## src/bsc_pkg.sv

```systemverilog
// shared types and constants of the barometric compensation pipeline
package bsc_pkg;

    localparam int RAW_W     = 24;
    localparam int COEF_W    = 16;
    localparam int TEMP_W    = 19;
    localparam int PRES_W    = 32;
    localparam int DT_W      = 25;
    localparam int PROD_W    = 42;
    localparam int WIDE_W    = 40;
    localparam int SQ_W      = 36;
    localparam int T2_W      = 18;
    localparam int CFG_IDX_W = 3;

    localparam logic signed [TEMP_W-1:0] TEMP_REF  = 19'sd2000;
    localparam logic signed [TEMP_W-1:0] TEMP_COLD = -19'sd1500;

    typedef enum logic [CFG_IDX_W-1:0] {
        CFG_COEF_SENS      = 3'd0,
        CFG_COEF_OFFSET    = 3'd1,
        CFG_COEF_SENS_TC   = 3'd2,
        CFG_COEF_OFFSET_TC = 3'd3,
        CFG_COEF_TREF      = 3'd4,
        CFG_COEF_TEMP_SENS = 3'd5,
        CFG_LOW_TEMP_CORR  = 3'd6
    } t_cfg_idx;

    typedef struct packed {
        logic [COEF_W-1:0] coef_sens;
        logic [COEF_W-1:0] coef_offset;
        logic [COEF_W-1:0] coef_sens_tc;
        logic [COEF_W-1:0] coef_offset_tc;
        logic [COEF_W-1:0] coef_tref;
        logic [COEF_W-1:0] coef_temp_sens;
        logic              low_temp_corr;
    } t_coefs;

    // compensated terms handed from the temperature half to the pressure half
    typedef struct packed {
        logic        [RAW_W-1:0]  raw_pressure;
        logic signed [TEMP_W-1:0] temperature;
        logic signed [WIDE_W-1:0] offset;
        logic signed [WIDE_W-1:0] sens;
    } t_front;

endpackage

```

## src/bsc_if.sv

```systemverilog


interface bsc_result_if import bsc_pkg::*; ();
    logic                     valid;
    logic                     ready;
    logic signed [TEMP_W-1:0] temperature;
    logic signed [PRES_W-1:0] pressure;

    modport source (output valid, output temperature, output pressure, input ready);
    modport sink   (input valid, input temperature, input pressure, output ready);
endinterface

```

## src/bsc_press.sv

```systemverilog
// pressure stages: split D1*SENS product, offset removal and saturation
module bsc_press import bsc_pkg::*; (
    input  logic          i_clk,
    input  logic          i_rst_n,
    input  logic          i_valid,
    output logic          o_ready,
    input  t_front        i_data,
    bsc_result_if.source  o_result
);

    localparam int NS   = 3;
    localparam int HALF = WIDE_W / 2;
    localparam int PL_W = RAW_W + HALF;
    localparam int PH_W = RAW_W + HALF + 1;
    localparam int FP_W = 65;
    localparam int Q_W  = 44;
    localparam int X_W  = Q_W + 1;

    logic [NS-1:0] r_v;
    logic [NS-1:0] en;

    // stage a
    logic        [PL_W-1:0]   r_pl;
    logic signed [PH_W-1:0]   r_ph;
    logic signed [WIDE_W-1:0] r_off_a, r_off_b;
    logic signed [TEMP_W-1:0] r_temp_a, r_temp_b, r_temp_c;
    // stage b
    logic signed [FP_W-1:0]   w_prod, w_q;
    logic signed [Q_W-1:0]    r_q;
    // stage c
    logic signed [X_W-1:0]    w_x, w_p;
    logic signed [PRES_W-1:0] r_pres, n_pres;

    always_comb begin
        en[NS-1] = !r_v[NS-1] || o_result.ready;
        for (int k = NS - 2; k >= 0; k--) begin
            en[k] = !r_v[k] || en[k+1];
        end
    end

    assign o_ready              = en[0];
    assign o_result.valid       = r_v[NS-1];
    assign o_result.temperature = r_temp_c;
    assign o_result.pressure    = r_pres;

    always_ff @(posedge i_clk) begin
        if (!i_rst_n) begin
            r_v <= '0;
        end else begin
            if (en[0]) begin
                r_v[0] <= i_valid;
            end
            for (int k = 1; k < NS; k++) begin
                if (en[k]) begin
                    r_v[k] <= r_v[k-1];
                end
            end
        end
    end

    // D1*SENS / 2^21 toward zero
    always_comb begin
        w_prod = (FP_W'(r_ph) <<< HALF) + signed'(FP_W'(r_pl));
        w_q    = (w_prod + (w_prod[FP_W-1] ? 65'sd2097151 : 65'sd0)) >>> 21;
    end

    // (. - OFF) / 2^15 toward zero, then clamp to 32 bits
    always_comb begin
        w_x = signed'({r_q[Q_W-1], r_q}) - X_W'(r_off_b);
        w_p = (w_x + (w_x[X_W-1] ? 45'sd32767 : 45'sd0)) >>> 15;
        if (w_p > 45'sd2147483647) begin
            n_pres = 32'sh7fffffff;
        end else if (w_p < -45'sd2147483648) begin
            n_pres = 32'sh80000000;
        end else begin
            n_pres = w_p[PRES_W-1:0];
        end
    end

    always_ff @(posedge i_clk) begin
        if (en[0]) begin
            r_pl     <= i_data.raw_pressure * i_data.sens[HALF-1:0];
            r_ph     <= signed'({1'b0, i_data.raw_pressure})
                      * signed'(i_data.sens[WIDE_W-1:HALF]);
            r_off_a  <= i_data.offset;
            r_temp_a <= i_data.temperature;
        end
        if (en[1]) begin
            r_q      <= w_q[Q_W-1:0];
            r_off_b  <= r_off_a;
            r_temp_b <= r_temp_a;
        end
        if (en[2]) begin
            r_pres   <= n_pres;
            r_temp_c <= r_temp_b;
        end
    end

`ifndef SYNTHESIS
    a_press_occupancy: assert property (@(posedge i_clk) disable iff (!i_rst_n)
        $past(i_rst_n) |->
        ($countones(r_v) == $past($countones(r_v))
            + int'($past(i_valid && o_ready))
            - int'($past(o_result.valid && o_result.ready))))
        else $error("pressure stage occupancy mismatch");

    a_press_full: assert property (@(posedge i_clk) disable iff (!i_rst_n)
        (i_valid && o_ready) |-> (!(&r_v) || o_result.ready))
        else $error("pressure stages accepted a word while full");
`endif

endmodule
```

## src/flat_wrapper.sv

```systemverilog
// flat-port wrapper written by rule: the top's interface ports become plain ports
module bsc_press_flat import bsc_pkg::*;
  (i_clk, i_rst_n, i_valid, o_ready, i_data, o_result_valid, o_result_temperature, o_result_pressure, o_result_ready);
  bsc_result_if o_result_i ();
  input  logic i_clk;
  input  logic i_rst_n;
  input  logic i_valid;
  output logic o_ready;
  input  t_front i_data;
  output wire logic [$bits(o_result_i.valid)-1:0] o_result_valid;
  output wire logic [$bits(o_result_i.temperature)-1:0] o_result_temperature;
  output wire logic [$bits(o_result_i.pressure)-1:0] o_result_pressure;
  input wire logic [$bits(o_result_i.ready)-1:0] o_result_ready;
  assign o_result_valid = o_result_i.valid;
  assign o_result_temperature = o_result_i.temperature;
  assign o_result_pressure = o_result_i.pressure;
  assign o_result_i.ready = o_result_ready;
  bsc_press u_core (.i_clk(i_clk), .i_rst_n(i_rst_n), .i_valid(i_valid), .o_ready(o_ready), .i_data(i_data), .o_result(o_result_i));
endmodule
```

## config.mk

```make
export PLATFORM = sky130hd
export DESIGN_NAME = bsc_press_flat
export DESIGN_NICKNAME = d
export VERILOG_FILES = /design/src/bsc_pkg.sv /design/src/bsc_if.sv /design/src/bsc_press.sv /design/src/flat_wrapper.sv
export SDC_FILE = /design/constraint.sdc
export NUM_CORES = 2
export LEC_CHECK = 0
export BUFFER_PORTS_ARGS = -buffer_cell sky130_fd_sc_hd__buf_2
export CORE_MARGIN = 3
export CORE_UTILIZATION = 45
export CTS_CLUSTER_SIZE = 40
export DETAILED_ROUTE_END_ITERATION = 6
export SYNTH_ARGS = -nofsm -noshare
export SYNTH_HDL_FRONTEND = slang
export SYNTH_SLANG_ARGS = --single-unit
```

## constraint.sdc

```tcl
create_clock -name i_clk -period 7.7 [get_ports i_clk]
set_input_delay 0.385 -clock i_clk [delete_from_list [all_inputs] [get_ports i_clk]]
set_output_delay 0.385 -clock i_clk [all_outputs]
set_load 0.01 [all_outputs]
```

==> summary.md <==
| Metric | Value |
|---|---|
| Slew HR | 32.2% |
| Clk_lat worst skew | a little under 600 ps |
| P&R area growth vs syn | 9.87% |
| CP Class | in2reg |
| ANT nets after route | 0 |
| FMAX | 140 MHz |
| Clock sink count | 304 |
| Largest cells by area after synthesis | fa_1 (33%), edfxtp_1 (19%), ha_1 (11%) |
| Synthesis-stage register bit count | around 300 |
| Die H | around 330 microns |
| Via count | 34.2k |
| Buffers on Ports | 179 |
| CP endpoint | u_core.r_ph[44] |
| Fin nets | 6523 |
| Net Count, Synth | 6312 |
| Data required, critical path | 8020 ps |
| Post-synth cell types | between 90 and 100 |
| Reg2reg setup slack | 580 ps |
| Htree depth | 1 |
| RSZ-0062 raised after global routing | no |
| Global-route wire length before repair | about 190 mm |
| Clk Tree Root Cell | clkbuf_16 |
| Crit-path slowest cell | fa_1 |
| Final Hold Violating Endpoints | 0 |
| Outcome | complete, no violations |
| Min cycle time layout | between 7000 and 8000 ps |
| Width of the die | 332 microns |
| EDFF count, synth | 301 |
| Reg2Reg Depth | 23 |
| Worst hold margin | 40.5 ps |
| Largest net degree at the start of global routing | approximately 70 |
| Worst slew pin tran | 1020 ps |
| Top_reg_cell synth | edfxtp_1 |
| Sequential area share after synthesis | 19.0% |
| DRC Markers | 0 |
| Crit-path max cell delay | 530 ps |
| Layout cells sized above 1 | about 7.9% |
| Vias in the first global route | 35.5k |
| Post-CTS sizing | 0 |
| MaxCap Viol Count | 0 |
| DR pass1 iterations | 5 |
| Worst r2r dst | u_core.r_q[40] |
| Min-Delay Path Class | in2reg |
| Total GRT Usage | a little over a fifth |
| Iter 0 DRT Violations | 1918 |
| Commonest non-fill, non-tap cells in the layout | inv_1 (936), fa_1 (787), nand2_1 (591) |
| Worst Path Max Fanout | 27 |
| Post-detail-place hpwl | 97.9 mm |
| Clk slew on worst S/H paths | 60 ps |
| Setup Skew | 25.2 ps |
| Post-detailed-route wirelength per cell | 18.1 microns |
| Finished Cell Area | 52700 sq um |
| Crit path arrival time | between 7000 and 8000 ps |
| Crit path launch | i_data[108] |
| Placed cells | between 6k and 7k |
| Most used cell, CP | fa_1 |
| Commonest non-fill, non-tap cell in the layout | inv_1 |
| Launching point of the worst reg2reg path | u_core.r_pl[29] |
| Die ar. | 110000 sq um |
| Total congestion overflow | 0 |
| Synth area leader | fa_1 |
| Synth top area share | 32.9% |
| Initial Util | 45.4% |
| Max Slew Vio Count | 0 |
| Post-Synthesis Cells | slightly below 5k |
| Clock Path Buffers | 3 |
| Synth warnings | 0 |
| Post-Synthesis Cell Area | 47900 sq um |
| Synth Area per Inst | approximately 9.6 sq um |
| Num CTS Buffers | 30 |
| CP startpoint kind | input pin |
| Crit. End Element | register |
| Routed wire length | 119 mm |
| Placed cell area | 51100 sq um |
| Rows | 119 |
| DR vias/cell | 5.19 |
| I/O pins | 180 |
| Core Box Area | 106000 sq um |
| Setup violators final | 0 |
| RePlAce Congestion | 0.884 |
| Non-filler cells in the finished layout | 6595 |
| Post-layout util | about half |
| Fin crit share | about 93% |
| Initial antenna violation count | 4 |
| Async S/R FF share, synth | 0% |
| CTS tree | yes |
==> worst min-delay path by stage <==
| stage | to | cells after the start | start |
|---|---|---|---|
| floorplan | u_core.o_result.temperature[0] | 0 | u_core.r_temp_b[0] |
| global placement | u_core.r_temp_b[9] | 0 | u_core.r_temp_a[9] |
| detailed placement | u_core.o_result.temperature[6] | 0 | u_core.r_temp_b[6] |
| CTS | u_core.r_off_a[5] | 1 | i_data[45] |
| global route | u_core.r_off_a[5] | 1 | i_data[45] |
| finish | u_core.r_off_a[5] | 1 | i_data[45] |
==> per-layer routing <==
layer  share of wire (%)  GRT usage, %  up-vias
li1                    -             -    16100
met1                  47          31.4    17200
met4                 1.4          3.38        0
met5                   0             0        -
met3                 5.2          2.74       95
met2                  47          36.0      827
==> flip-flops by register name, summed over array words and instances (netlist names), 19 cells and up <==
name / count
u_core.o_result.pressure: 31
u_core.o_result.temperature: 19
u_core.r_off_a: 40
u_core.r_off_b: 40
u_core.r_ph: 45
u_core.r_pl: 44
u_core.r_q: 44
u_core.r_temp_a: 19
u_core.r_temp_b: 19
==> critical path: cells and delay by family <==
family	cells	cell delay [ps]
AOI/OAI and AO/OA	9	2180
xor gates and xnor gates	1	90
adders and majority gates	8	3590
buffers and inverters	7	940
and+or+nand+nor	2	260
==> repair_timing <==
action	4_1_cts	5_1_grt
hold buffers	58	0
endpoints found under the hold margin	58	0
buffers inserted	0	0
==> cells in the mapped netlist, drive strengths merged, types with 7 or more instances <==
master / number
and4: 10
o31ai: 10
nor2b: 34
nand3: 53
a31oi: 27
ha: 427
and2: 480
fa: 787
and3: 21
o21bai: 21
edfxtp: 301
a221oi: 8
a2111oi: 8
xor2: 68
xnor2: 138
a21o: 113
a21oi: 159
or3: 17
nand2b: 40
nor3: 48
nor2: 138
o21ai: 98
a21boi: 13
a211oi: 16
nor4: 13
or4: 7
o21a: 27
nand4: 30
o211ai: 8
or2: 8
nand2: 592
inv: 937
clkbuf: 202
==> logic make-up after synthesis <==
| group | Yosys count | synth area share, % |
|---|---|---|
| multiplexers | 10 | 0.219 |
| XOR/XNOR | 206 | 3.76 |
| buffers and inverters | 1144 | 8.97 |
| AND/OR/NAND/NOR | 1516 | 16.1 |
| AO/OA/AOI/OAI | 577 | 7.98 |
| adder cells (fa/ha/maj) | 1214 | 44.0 |
| flip-flops | 304 | 19.0 |
==> stage by stage <==
step | setup WS (ps) | TNS, ps
3_5_place_dp | -86.1 | -143
4_1_cts | 554 | 0
3_3_place_gp | -37.9 | -59.4
2_1_floorplan | 391 | 0
6_report | 551 | 0
5_1_grt | 137 | 0
==> area by class of cell <==
type / count / area [sq um]
fillers: 9951 / 52900
clock inverters: 17 / 164
inverters: 937 / 3520
clock buffers: 36 / 795
well taps: 1391 / 1740
repair buffers: 386 / 2800
multi-input cells: 3523 / 34600
flip-flops and latches: 304 / 9100
diodes: 1 / 2.50
Power is not shown: default switching activity piles up to over one toggle a cycle in this logic, so the estimate is an artifact.
